## src/rtl/core/wspd_pkg.sv

```systemverilog
// Shared types and constants for the wheel speed PID drive.
// No dependencies; imported by every module of the block.
package wspd_pkg;

  localparam int ACC_W     = 60;
  localparam int MULT_W    = 20;
  localparam int GAIN_W    = 20;
  localparam int DVD_W     = 37;
  localparam int DVS_W     = 20;
  localparam int CFG_IDX_W = 2;

  localparam logic [CFG_IDX_W-1:0] REG_PROP  = 2'd0;
  localparam logic [CFG_IDX_W-1:0] REG_INTEG = 2'd1;
  localparam logic [CFG_IDX_W-1:0] REG_DERIV = 2'd2;

  localparam logic [GAIN_W-1:0] PROP_RST  = 20'd327680;
  localparam logic [GAIN_W-1:0] INTEG_RST = 20'd9830;
  localparam logic [GAIN_W-1:0] DERIV_RST = 20'd655;

  localparam logic [DVS_W-1:0] US_PER_S   = 20'd1000000;
  localparam logic [DVS_W-1:0] DECAY_DEN  = 20'd5;
  localparam logic [DVD_W-1:0] US_HALF    = 37'd500000;
  localparam logic [DVD_W-1:0] DECAY_HALF = 37'd2;

  typedef struct packed {
    logic signed [15:0] measured_speed;
    logic signed [15:0] target_speed;
    logic        [15:0] elapsed_us;
  } in_word_t;

  typedef struct packed {
    logic [7:0] duty;
    logic       bridge_a;
    logic       bridge_b;
  } out_word_t;

  typedef struct packed {
    logic start;
    logic acc_clr;
  } mul_req_t;

endpackage

```

## src/rtl/core/wspd_mul.sv

```systemverilog
// Serial shift-add multiplier: one multiplier bit per cycle into a signed accumulator.
// Depends on wspd_pkg.
module wspd_mul (
  input  logic                               clk,
  input  logic                               rst_n,
  input  wspd_pkg::mul_req_t                 req,
  input  logic signed [wspd_pkg::ACC_W-1:0]  mcand,
  input  logic        [wspd_pkg::MULT_W-1:0] mult,
  output logic                               busy,
  output logic signed [wspd_pkg::ACC_W-1:0]  acc
);
  import wspd_pkg::*;

  localparam int CNT_W = $clog2(MULT_W + 1);

  logic signed [ACC_W-1:0]  mcand_r, mcand_nxt;
  logic signed [ACC_W-1:0]  acc_r, acc_nxt;
  logic        [MULT_W-1:0] mult_r, mult_nxt;
  logic        [CNT_W-1:0]  cnt_r, cnt_nxt;

  always_comb begin
    mcand_nxt = mcand_r;
    acc_nxt   = acc_r;
    mult_nxt  = mult_r;
    cnt_nxt   = cnt_r;
    if (req.start) begin
      mcand_nxt = mcand;
      mult_nxt  = mult;
      cnt_nxt   = CNT_W'(MULT_W);
      if (req.acc_clr) begin
        acc_nxt = '0;
      end
    end else if (cnt_r != '0) begin
      if (mult_r[0]) begin
        acc_nxt = acc_r + mcand_r;
      end
      mcand_nxt = mcand_r <<< 1;
      mult_nxt  = mult_r >> 1;
      cnt_nxt   = cnt_r - 1'b1;
    end
  end

  always_ff @(posedge clk) begin
    if (!rst_n) begin
      cnt_r <= '0;
    end else begin
      cnt_r <= cnt_nxt;
    end
  end

  always_ff @(posedge clk) begin
    mcand_r <= mcand_nxt;
    acc_r   <= acc_nxt;
    mult_r  <= mult_nxt;
  end

  assign busy = (cnt_r != '0);
  assign acc  = acc_r;

endmodule

```

## src/rtl/core/wspd_div.sv

```systemverilog
// Serial restoring divider: one quotient bit per cycle, unsigned operands.
// Depends on wspd_pkg.
module wspd_div (
  input  logic                        clk,
  input  logic                        rst_n,
  input  logic                        start,
  input  logic [wspd_pkg::DVD_W-1:0]  dvd,
  input  logic [wspd_pkg::DVS_W-1:0]  dvs,
  output logic                        busy,
  output logic [wspd_pkg::DVD_W-1:0]  quo
);
  import wspd_pkg::*;

  localparam int CNT_W = $clog2(DVD_W + 1);

  logic [DVD_W-1:0] q_r, q_nxt;
  logic [DVS_W-1:0] rem_r, rem_nxt;
  logic [DVS_W-1:0] dvs_r, dvs_nxt;
  logic [CNT_W-1:0] cnt_r, cnt_nxt;
  logic [DVS_W:0]   trial;
  logic [DVS_W:0]   trial_sub;
  logic             ge;

  always_comb begin
    trial     = {rem_r, q_r[DVD_W-1]};
    trial_sub = trial - {1'b0, dvs_r};
    ge        = (trial >= {1'b0, dvs_r});
    q_nxt     = q_r;
    rem_nxt   = rem_r;
    dvs_nxt   = dvs_r;
    cnt_nxt   = cnt_r;
    if (start) begin
      q_nxt   = dvd;
      rem_nxt = '0;
      dvs_nxt = dvs;
      cnt_nxt = CNT_W'(DVD_W);
    end else if (cnt_r != '0) begin
      rem_nxt = ge ? trial_sub[DVS_W-1:0] : trial[DVS_W-1:0];
      q_nxt   = {q_r[DVD_W-2:0], ge};
      cnt_nxt = cnt_r - 1'b1;
    end
  end

  always_ff @(posedge clk) begin
    if (!rst_n) begin
      cnt_r <= '0;
    end else begin
      cnt_r <= cnt_nxt;
    end
  end

  always_ff @(posedge clk) begin
    q_r   <= q_nxt;
    rem_r <= rem_nxt;
    dvs_r <= dvs_nxt;
  end

  assign busy = (cnt_r != '0);
  assign quo  = q_r;

endmodule

```

## src/rtl/core/wheel_speed_pid_deadband_drive_top.sv

```systemverilog
// Wheel speed PID with integral clamp and dead-band bridge drive; uses wspd_pkg,
// wspd_mul and wspd_div. Each word is processed by five 20-bit shift-add multiplies
// and two 37-bit restoring divides on the shared serial units; a new word is taken
// only once the previous result has been passed to the output register.
// Synchronous active-low reset: gains to defaults, integral and last error to zero.
module wheel_speed_pid_deadband_drive_top #(
  parameter int SPEED_FRAC_BITS = 12
) (
  input  logic                            clk,
  input  logic                            rst_n,
  input  logic                            in_valid,
  output logic                            in_ready,
  input  wspd_pkg::in_word_t              in_word,
  output logic                            out_valid,
  input  logic                            out_ready,
  output wspd_pkg::out_word_t             out_word,
  input  logic                            cfg_valid,
  output logic                            cfg_ready,
  input  logic [wspd_pkg::CFG_IDX_W-1:0]  cfg_index,
  input  logic [wspd_pkg::GAIN_W-1:0]     cfg_data
);
  import wspd_pkg::*;

  localparam int IW   = SPEED_FRAC_BITS + 7;
  localparam int YM_W = SPEED_FRAC_BITS + 25;
  localparam logic signed [IW:0]     ILIM      = (IW+1)'(40 << SPEED_FRAC_BITS);
  localparam logic signed [IW:0]     ILIM_N    = -ILIM;
  localparam logic [15:0]            NEAR_ZERO = 16'((1 << SPEED_FRAC_BITS) / 1000);
  localparam logic [ACC_W-1:0]       SAT_LIM   = ACC_W'(1) << (17 + SPEED_FRAC_BITS);
  localparam logic [YM_W-1:0]        DEAD_LIM  = YM_W'(12) << (16 + SPEED_FRAC_BITS);
  localparam logic [YM_W:0]          RND_HALF  = (YM_W+1)'(1) << (15 + SPEED_FRAC_BITS);

  typedef enum logic [12:0] {
    S_IDLE  = 13'h0001,
    S_PREP  = 13'h0002,
    S_MUL1  = 13'h0004,
    S_DIV1  = 13'h0008,
    S_INTEG = 13'h0010,
    S_MUL2  = 13'h0020,
    S_DIV2  = 13'h0040,
    S_SUMP  = 13'h0080,
    S_SUMI  = 13'h0100,
    S_SUMD  = 13'h0200,
    S_SCALE = 13'h0400,
    S_ROUND = 13'h0800,
    S_DONE  = 13'h1000
  } state_t;

  state_t state_r, state_nxt;

  logic [GAIN_W-1:0] kp_r, kp_nxt, ki_r, ki_nxt, kd_r, kd_nxt;

  logic signed [16:0]    err_r, err_nxt;
  logic signed [16:0]    prev_r, prev_nxt;
  logic signed [17:0]    diff_r, diff_nxt;
  logic        [15:0]    dt_r, dt_nxt;
  logic                  decay_r, decay_nxt;
  logic                  dneg_r, dneg_nxt;
  logic signed [IW-1:0]  iacc_r, iacc_nxt;
  logic signed [37:0]    dval_r, dval_nxt;
  logic        [ACC_W-1:0] mag_r, mag_nxt;
  logic                  neg_r, neg_nxt;
  logic                  sat_r, sat_nxt;
  logic        [YM_W-1:0] ym_r, ym_nxt;
  out_word_t             res_r, res_nxt;
  out_word_t             out_word_r, out_word_nxt;
  logic                  out_valid_r, out_valid_nxt;

  mul_req_t                 mul_req;
  logic signed [ACC_W-1:0]  mul_mcand;
  logic        [MULT_W-1:0] mul_mult;
  logic                     mul_busy;
  logic signed [ACC_W-1:0]  mul_acc;
  logic                     div_start;
  logic        [DVD_W-1:0]  div_dvd;
  logic        [DVS_W-1:0]  div_dvs;
  logic                     div_busy;
  logic        [DVD_W-1:0]  div_quo;

  logic [15:0]           targ_u, targ_abs;
  logic [16:0]           err_abs;
  logic [17:0]           diff_abs;
  logic [IW-1:0]         iacc_abs;
  logic [IW:0]           q_mag;
  logic signed [IW:0]    q_sgn, i_base, i_sum, i_clamp;
  logic [37:0]           d_mag;
  logic [SPEED_FRAC_BITS+16:0] mag_lo;
  logic [YM_W:0]         rsum;
  logic [9:0]            pwm_raw;
  logic                  dead;

  wspd_mul u_mul (
    .clk   (clk),
    .rst_n (rst_n),
    .req   (mul_req),
    .mcand (mul_mcand),
    .mult  (mul_mult),
    .busy  (mul_busy),
    .acc   (mul_acc)
  );

  wspd_div u_div (
    .clk   (clk),
    .rst_n (rst_n),
    .start (div_start),
    .dvd   (div_dvd),
    .dvs   (div_dvs),
    .busy  (div_busy),
    .quo   (div_quo)
  );

  // configuration
  always_comb begin
    kp_nxt = kp_r;
    ki_nxt = ki_r;
    kd_nxt = kd_r;
    if (cfg_valid) begin
      unique case (cfg_index)
        REG_PROP:  kp_nxt = cfg_data;
        REG_INTEG: ki_nxt = cfg_data;
        REG_DERIV: kd_nxt = cfg_data;
        default: ;
      endcase
    end
  end

  // operand conditioning
  always_comb begin
    targ_u   = in_word.target_speed;
    targ_abs = targ_u[15] ? (~targ_u + 16'd1) : targ_u;
    err_abs  = err_r[16] ? (~err_r + 17'd1) : err_r;
    diff_abs = diff_r[17] ? (~diff_r + 18'd1) : diff_r;
    iacc_abs = iacc_r[IW-1] ? (~iacc_r + 1'b1) : iacc_r;
    q_mag    = {1'b0, div_quo[IW-1:0]};
    q_sgn    = dneg_r ? (~q_mag + 1'b1) : q_mag;
    i_base   = decay_r ? '0 : {iacc_r[IW-1], iacc_r};
    i_sum    = i_base + q_sgn;
    if (i_sum > ILIM) begin
      i_clamp = ILIM;
    end else if (i_sum < ILIM_N) begin
      i_clamp = ILIM_N;
    end else begin
      i_clamp = i_sum;
    end
    d_mag   = {1'b0, div_quo};
    mag_lo  = mag_r[SPEED_FRAC_BITS+16:0];
    rsum    = {1'b0, ym_r} + RND_HALF;
    pwm_raw = rsum[YM_W:16+SPEED_FRAC_BITS];
    dead    = !sat_r && (ym_r < DEAD_LIM);
  end

  // sequencer
  always_comb begin
    state_nxt     = state_r;
    err_nxt       = err_r;
    prev_nxt      = prev_r;
    diff_nxt      = diff_r;
    dt_nxt        = dt_r;
    decay_nxt     = decay_r;
    dneg_nxt      = dneg_r;
    iacc_nxt      = iacc_r;
    dval_nxt      = dval_r;
    mag_nxt       = mag_r;
    neg_nxt       = neg_r;
    sat_nxt       = sat_r;
    ym_nxt        = ym_r;
    res_nxt       = res_r;
    out_word_nxt  = out_word_r;
    out_valid_nxt = out_valid_r && !out_ready;
    mul_req       = '0;
    mul_mcand     = '0;
    mul_mult      = '0;
    div_start     = 1'b0;
    div_dvd       = '0;
    div_dvs       = '0;
    unique case (state_r)
      S_IDLE: begin
        if (in_valid) begin
          err_nxt   = {in_word.target_speed[15], in_word.target_speed}
                    - {in_word.measured_speed[15], in_word.measured_speed};
          dt_nxt    = (in_word.elapsed_us == 16'd0) ? 16'd1 : in_word.elapsed_us;
          decay_nxt = (targ_abs <= NEAR_ZERO);
          state_nxt = S_PREP;
        end
      end
      S_PREP: begin
        diff_nxt        = {err_r[16], err_r} - {prev_r[16], prev_r};
        prev_nxt        = err_r;
        mul_req.start   = 1'b1;
        mul_req.acc_clr = 1'b1;
        mul_mcand       = {{(ACC_W-17){1'b0}}, err_abs};
        mul_mult        = {{(MULT_W-16){1'b0}}, dt_r};
        state_nxt       = S_MUL1;
      end
      S_MUL1: begin
        if (!mul_busy) begin
          div_start = 1'b1;
          if (decay_r) begin
            div_dvd  = {{(DVD_W-IW-2){1'b0}}, iacc_abs, 2'b00} + DECAY_HALF;
            div_dvs  = DECAY_DEN;
            dneg_nxt = iacc_r[IW-1];
          end else begin
            div_dvd  = mul_acc[DVD_W-1:0] + US_HALF;
            div_dvs  = US_PER_S;
            dneg_nxt = err_r[16];
          end
          state_nxt = S_DIV1;
        end
      end
      S_DIV1: begin
        if (!div_busy) begin
          state_nxt = S_INTEG;
        end
      end
      S_INTEG: begin
        iacc_nxt        = i_clamp[IW-1:0];
        mul_req.start   = 1'b1;
        mul_req.acc_clr = 1'b1;
        mul_mcand       = {{(ACC_W-18){1'b0}}, diff_abs};
        mul_mult        = US_PER_S;
        state_nxt       = S_MUL2;
      end
      S_MUL2: begin
        if (!mul_busy) begin
          div_start = 1'b1;
          div_dvd   = mul_acc[DVD_W-1:0] + {{(DVD_W-15){1'b0}}, dt_r[15:1]};
          div_dvs   = {{(DVS_W-16){1'b0}}, dt_r};
          dneg_nxt  = diff_r[17];
          state_nxt = S_DIV2;
        end
      end
      S_DIV2: begin
        if (!div_busy) begin
          dval_nxt        = dneg_r ? (~d_mag + 38'd1) : d_mag;
          mul_req.start   = 1'b1;
          mul_req.acc_clr = 1'b1;
          mul_mcand       = {{(ACC_W-17){err_r[16]}}, err_r};
          mul_mult        = kp_r;
          state_nxt       = S_SUMP;
        end
      end
      S_SUMP: begin
        if (!mul_busy) begin
          mul_req.start = 1'b1;
          mul_mcand     = {{(ACC_W-IW){iacc_r[IW-1]}}, iacc_r};
          mul_mult      = ki_r;
          state_nxt     = S_SUMI;
        end
      end
      S_SUMI: begin
        if (!mul_busy) begin
          mul_req.start = 1'b1;
          mul_mcand     = {{(ACC_W-38){dval_r[37]}}, dval_r};
          mul_mult      = kd_r;
          state_nxt     = S_SUMD;
        end
      end
      S_SUMD: begin
        if (!mul_busy) begin
          neg_nxt   = mul_acc[ACC_W-1];
          mag_nxt   = mul_acc[ACC_W-1] ? (~mul_acc + 1'b1) : mul_acc;
          state_nxt = S_SCALE;
        end
      end
      S_SCALE: begin
        sat_nxt   = (mag_r >= SAT_LIM);
        ym_nxt    = {mag_lo, 8'd0} - {8'd0, mag_lo};
        state_nxt = S_ROUND;
      end
      S_ROUND: begin
        if (dead) begin
          res_nxt = '0;
        end else begin
          res_nxt.duty     = (sat_r || (pwm_raw > 10'd255)) ? 8'd255 : pwm_raw[7:0];
          res_nxt.bridge_a = neg_r;
          res_nxt.bridge_b = !neg_r;
        end
        state_nxt = S_DONE;
      end
      S_DONE: begin
        if (!out_valid_r || out_ready) begin
          out_word_nxt  = res_r;
          out_valid_nxt = 1'b1;
          state_nxt     = S_IDLE;
        end
      end
      default: state_nxt = S_IDLE;
    endcase
  end

  always_ff @(posedge clk) begin
    if (!rst_n) begin
      state_r     <= S_IDLE;
      out_valid_r <= 1'b0;
      kp_r        <= PROP_RST;
      ki_r        <= INTEG_RST;
      kd_r        <= DERIV_RST;
      prev_r      <= '0;
      iacc_r      <= '0;
    end else begin
      state_r     <= state_nxt;
      out_valid_r <= out_valid_nxt;
      kp_r        <= kp_nxt;
      ki_r        <= ki_nxt;
      kd_r        <= kd_nxt;
      prev_r      <= prev_nxt;
      iacc_r      <= iacc_nxt;
    end
  end

  always_ff @(posedge clk) begin
    err_r      <= err_nxt;
    diff_r     <= diff_nxt;
    dt_r       <= dt_nxt;
    decay_r    <= decay_nxt;
    dneg_r     <= dneg_nxt;
    dval_r     <= dval_nxt;
    mag_r      <= mag_nxt;
    neg_r      <= neg_nxt;
    sat_r      <= sat_nxt;
    ym_r       <= ym_nxt;
    res_r      <= res_nxt;
    out_word_r <= out_word_nxt;
  end

  assign in_ready  = (state_r == S_IDLE);
  assign out_valid = out_valid_r;
  assign out_word  = out_word_r;
  assign cfg_ready = 1'b1;

endmodule
```

## config.mk

```make
export PLATFORM = sky130hd
export DESIGN_NAME = wheel_speed_pid_deadband_drive_top
export DESIGN_NICKNAME = d
export VERILOG_FILES = /design/src/rtl/core/wspd_pkg.sv /design/src/rtl/core/wspd_mul.sv /design/src/rtl/core/wspd_div.sv /design/src/rtl/core/wheel_speed_pid_deadband_drive_top.sv
export SDC_FILE = /design/constraint.sdc
export NUM_CORES = 1
export LEC_CHECK = 0
export BUFFER_PORTS_ARGS = -buffer_cell sky130_fd_sc_hd__buf_2
export CAP_MARGIN = 20
export CORE_ASPECT_RATIO = 0.7
export CORE_MARGIN = 2
export CORE_UTILIZATION = 30
export CTS_CLUSTER_DIAMETER = 30
export DETAILED_ROUTE_END_ITERATION = 8
export PLACE_DENSITY = 0.46
export RECOVER_POWER = 25
export SETUP_SLACK_MARGIN = 0.4
export SLEW_MARGIN = 25
export SYNTH_ARGS = -nofsm -noshare
export SYNTH_HDL_FRONTEND = slang
export SYNTH_SLANG_ARGS = --single-unit
```

## constraint.sdc

```tcl
create_clock -name clk -period 7 [get_ports clk]
set_clock_uncertainty 0.05 [all_clocks]
set_input_delay 0.7 -clock clk [delete_from_list [all_inputs] [get_ports clk]]
set_output_delay 0.7 -clock clk [all_outputs]
set_load 0.02 [all_outputs]
```

# After elaboration in Yosys (flattened, before gate mapping)
# Cells that the tools add are included.
[op_classes] order_cmp=7 n_mux=63 n_reduce_logical=31 addsub=19 eq_ne=25 bitwise_logic=10
[ops] cell="60-bit two-way mux" count=9
[ops] cell="60-bit one-hot mux with 5 select lines" count=1
[ops] cell="37-bit two-way mux" count=6
[ops] cell="20-bit two-way mux" count=10
[ops] cell="13-bit one-hot mux with 13 select lines" count=1
[ops] cell="13-bit two-way mux" count=9
[ops] cell="20-bit one-hot mux with 5 select lines" count=1
[ops] cell="37-bit one-hot mux with 2 select lines" count=1
[ops] cell="60-bit by 1-bit adder with 60-bit output (second input constant)" count=1
[ops] cell="60-bit adder" count=1
[ops] cell="60-bit by 30-bit greater-or-equal comparator with 1-bit output (second input constant)" count=1
[ops] cell="60-bit NOT" count=1
[ops] cell="59-bit two-way mux" count=1
[ops] cell="19-bit two-way mux" count=3
[ops] cell="20-bit one-hot mux with 2 select lines" count=1
[ops] cell="37-bit by 28-bit adder with 38-bit output (second input constant)" count=1
[ops] cell="38-bit by 1-bit adder with 38-bit output (second input constant)" count=1
[ops] cell="37-bit NOT with 38-bit output" count=1
[ops] cell="37-bit by 15-bit adder with 37-bit output" count=1
[ops] cell="37-bit by 19-bit adder with 37-bit output (second input constant)" count=1
[ops] cell="37-bit by 32-bit less-than comparator with 1-bit output (second input constant)" count=1
[ops] cell="37-bit by 29-bit subtractor with 37-bit output" count=1
[ops] cell="16-bit two-way mux" count=2
[ops] cell="21-bit by 2-bit adder with 22-bit output (second input constant)" count=1
[ops] cell="other kinds (59)" count=98
[totals] inputBits=75 reg_bits=548 word_cells=190

# Logic depth before layout (Yosys ltp)
[depth] word_depth=8 mapped_depth=20 depth_no_buf=18

# Cells and area by module
# Synthesis repeated with hierarchy kept, for this count alone.
[hier_totals] cells_unflattened=3593 hier_area_um2=33832.4
[by_module_without_submodules] module="wheel_speed_pid_deadband_drive_top" area_per_inst_um2=20120.5 instances=1 cells_per_inst=2340
[by_module_without_submodules] module="wspd_mul" area_per_inst_um2=9175.0 instances=1 cells_per_inst=854
[by_module_without_submodules] module="wspd_div" area_per_inst_um2=4536.9 instances=1 cells_per_inst=399

# Least setup slack after synthesis
# No wires, ideal clock.
[synth_timing] path_type="register to register" startpoint="register u_mul.cnt_r[0]" endpoint="register mag_r[0], enable pin" n_path_buf=1 synth_period_minus_slack_ns=7.628 t_required_ns=6.317 path_stages_with_launch=7 path_slack_ns=-0.628 t_arrival_ns=6.946 cell_sequence="dfxtp_1 inv_1 ha_1 nand2_1 or2_2 clkbuf_1 nor4_1"
[synth_between] elab_chain_cells=3
[synth_rtl] item="from (decl)" line_no="wspd_mul.sv:19" text="logic [CNT_W-1:0] cnt_r, cnt_nxt;"
[synth_rtl] item="from (signal assigned)" line_no="wspd_mul.sv:47" text="cnt_r <= cnt_nxt;"
[synth_rtl] item="5-bit nonzero test" line_no="wspd_mul.sv:57" text="assign busy = (cnt_r != '0);"
[synth_rtl] item="1-bit NOT (no line)"
[synth_rtl] item="2-bit AND reduction (no line)"
[synth_rtl] item="to (signal assigned)" line_no="wheel_speed_pid_deadband_drive_top.sv:318" text="mag_r <= mag_nxt;"
[synth_rtl] item="to (decl)" line_no="wheel_speed_pid_deadband_drive_top.sv:61" text="logic [ACC_W-1:0] mag_r, mag_nxt;"
# No other way between the ends.
# A chain may end at the register's enable or synchronous reset.

==> metrics.yaml <==
synth:
  synth_top_cell_area_share_pct: 34.7
  seq_area_frac_synth_pct: 43.4
  yosys.cell_count.top_type: "nand2_1"
  synth.avg_cell_area_sq_um: 9.23
  synth.area.top_cells: "edfxtp_1 (35%), dfxtp_1 (8.7%), ha_1 (6.8%)"
  synth-seq-cells: 518
  synth_nets: 3794
  yosysTopAreaCell: "edfxtp_1"
  synth_cells: 3536
  syn-cell-area_sq_um: 32600
  synthArstFlopShare_pct: 0
  synth_cell_types: 87
  synth_commonest_cells: "nand2_1 (440), edfxtp_1 (377), nor2_1 (292)"
  synth_edf_count: 377
  ys.flop_type: "edfxtp_1"
  ys_warn_count: 0
sta:
  fmax_mhz: 184
  max_slew_margin_pct: -69.7
  tns_ns: 0
  tightest_slew_ns: 2.55
  setup_violations: 0
  hold_viol: 0
  period_share_pct: 77.5
  final.min_clock_period_ns: 5.43
  rsz0062_at_grt: "false"
  drv_slew: 191
pwr:
  total_leakage_power_uw: 0.0146
  max-vdd-ir-drop_mv: 0.208
  power_density_nw_per_um2: 510
global_route:
  antenna_found_initial: 3
  gr-total-overflow: 0
  grt_pass1_wl_um: 161000
  grt.total_usage_pct: 18.9
  grt_start_max_net_pins: 63
  grt_pass1_vias: 25700
clock_network:
  clk_pin_slew_ns: 0.05
  htree_levels: 4
  numCtsBuffers: 134
  clk_root_buffer_cell: "clkbuf_16"
  post_cts_buffers: 0
  clock_latency_ns: 0.75
  clk_path_buf_depth: 3
  clock-sinks: 518
  cts_resized: 0
  hold_buffers: 0
  tritoncts: "done"
setup_path:
  regToRegEndpoint: "iacc_r[9]"
  crit_arrival_ns: 6.02
  crit_fanout: 43
  r2r_start: "u_div.quo[2]"
  start_kind: "primary input"
  end_kind: "flop"
  r2r_slack_ns: 1.72
  critical_path_required_ns: 7.59
  reg2regPathDepth: 15
  critical_path_class: "in -> reg"
floorplan:
  fp.dieW_um: 398
  std_cell_rows: 101
  dieArea_sq_um: 111000
  io_pins: 88
  coreArea_sq_um: 108000
  die_y_um: 280
  initial_core_util_pct: 30.2
route:
  ant_nets: 0
  drc: 0
  post_drt_wl_per_cell_um: 20.5
  vias: 27300
  avgViaCountPerCell: 5.28
  drtIter0Drc: 2589
  routed_wl_um: 106000
  firstDrtPassIters: 9
worst_hold_path:
  min_path_type: "in -> reg"
  hold_depth: 1
  hold_start: "in_word[4]"
  holdPathEnd: "dt_r[4]"
placed_design:
  io_buffers: 86
  gp_congestion: 0.880
  dpl_cell_area_sq_um: 34600
  hpwlAfterDp_um: 75900
final_layout:
  drive_gt1_share_pct: 10.6
  fillers: 11000
  finalNetCount: 3869
  synthToLayoutAreaGrowth_pct: 20.3
  finalInstanceArea_sq_um: 39300
run_status:
  status: "finished, violations left"
  violations: "max-capacitance violations, max-slew violations"
flow_run:
  drv_cap: 5
[stage by stage]
| step | total power (uW) | hold slack [ns] | setup WS [ns] | util (%) | cells |
|---|---|---|---|---|---|
| finish | 20000 | 0.112 | 1.57 | 36.3 | 5167 |
| global route | 21300 | 0.0750 | 1.23 | 36.3 | 5165 |
| detailed placement | 13500 | 0.355 | 1.75 | 32.0 | 4917 |
| floorplan | 11300 | 0.350 | 1.96 | - | 3536 |
| global placement | 13500 | 0.356 | 1.82 | 31.9 | 4914 |
| CTS | 20000 | 0.0677 | 1.75 | 36.3 | 5165 |
[area by class of cell]
class / instances / area (sq um) / area share (%)
Multi-Input combinational cell: 2670 / 17300 / 44.0
Clock buffer: 167 / 3740 / 9.52
Inverter: 154 / 578 / 1.47
Timing Repair Buffer: 133 / 754 / 1.92
Antenna cell: 2 / 5.00 / 0.0127
Clock inverter: 81 / 973 / 2.48
Sequential cell: 518 / 14100 / 36.0
Tap cell: 1442 / 1800 / 4.60
[worst max-delay path, cell delays in order]
cell	delay, ns
buf_2	0.09
clkbuf_1	0.68
inv_1	0.29
clkbuf_1	1.63
clkbuf_1	1.79
a41oi_1	0.38
and4b_1	0.38
[worst max-delay path by stage]
stage	startpoint	end	slack (ns)	cells after the start
3_3_place_gp	u_div.quo[2]	iacc_r[9]	1.82	15
4_1_cts	u_div.quo[2]	iacc_r[9]	1.75	15
2_1_floorplan	state_r[0]	mag_r[0]	1.96	3
6_report	rst_n	state_r[12]	1.57	7
5_1_grt	rst_n	state_r[12]	1.23	7
3_5_place_dp	u_div.quo[2]	iacc_r[9]	1.75	15
[where the power goes]
part           internal (uW)  switching, uW
registers               4720           1070
logic                   3150           4690
clock network           4320           2060
[metal layers]
layer	vias to the layer above	part of all wire (%)	track usage, %
met2	870	37	24.1
met4	0	1.8	4.87
li1	13200	-	-
met3	138	7.9	4.60
met1	13100	53	30.4
met5	-	0	0
[cell usage in the layout (no fill, tap or decap), types with 78 or more instances in the layout]
| cell type | Yosys | layout |
|---|---|---|
| nand2_1 | 440 | 436 |
| edfxtp_1 | 377 | 377 |
| nor2_1 | 292 | 289 |
| a21oi_1 | 280 | 280 |
| xnor2_1 | 222 | 222 |
| o21ai_0 | 196 | 196 |
| ha_1 | 177 | 177 |
| inv_1 | 150 | 149 |
| clkbuf_16 | 0 | 143 |
| dfxtp_1 | 141 | 141 |
| a21o_1 | 97 | 97 |
| xor2_1 | 80 | 80 |
| nand3_1 | 78 | 78 |
[state kept, by name, summed over array words and instances (netlist names), 19 cells and up]
signal,count
mag_r,60
u_mul.mcand_r,60
u_div.quo,37
dval_r,38
u_mul.mult_r,20
kp_r,20
kd_r,20
u_div.rem_r,20
u_mul.acc,60
ki_r,20
iacc_r,19
[kinds of logic (layout without fill, tap and decap cells)]
group	count (synthesis)	count (layout)	share of synthesized area [%]
multiplexers	14	14	0.476
AND/OR/NAND/NOR	1202	1202	17.4
other	1	3	0.0115
flip-flops	518	518	43.4
buffers and inverters	348	535	4.07
XOR/XNOR	302	302	8.11
AO/OA/AOI/OAI	968	968	19.5
adder cells (fa/ha/maj)	183	183	7.16
(Power assumes the default switching activity.)
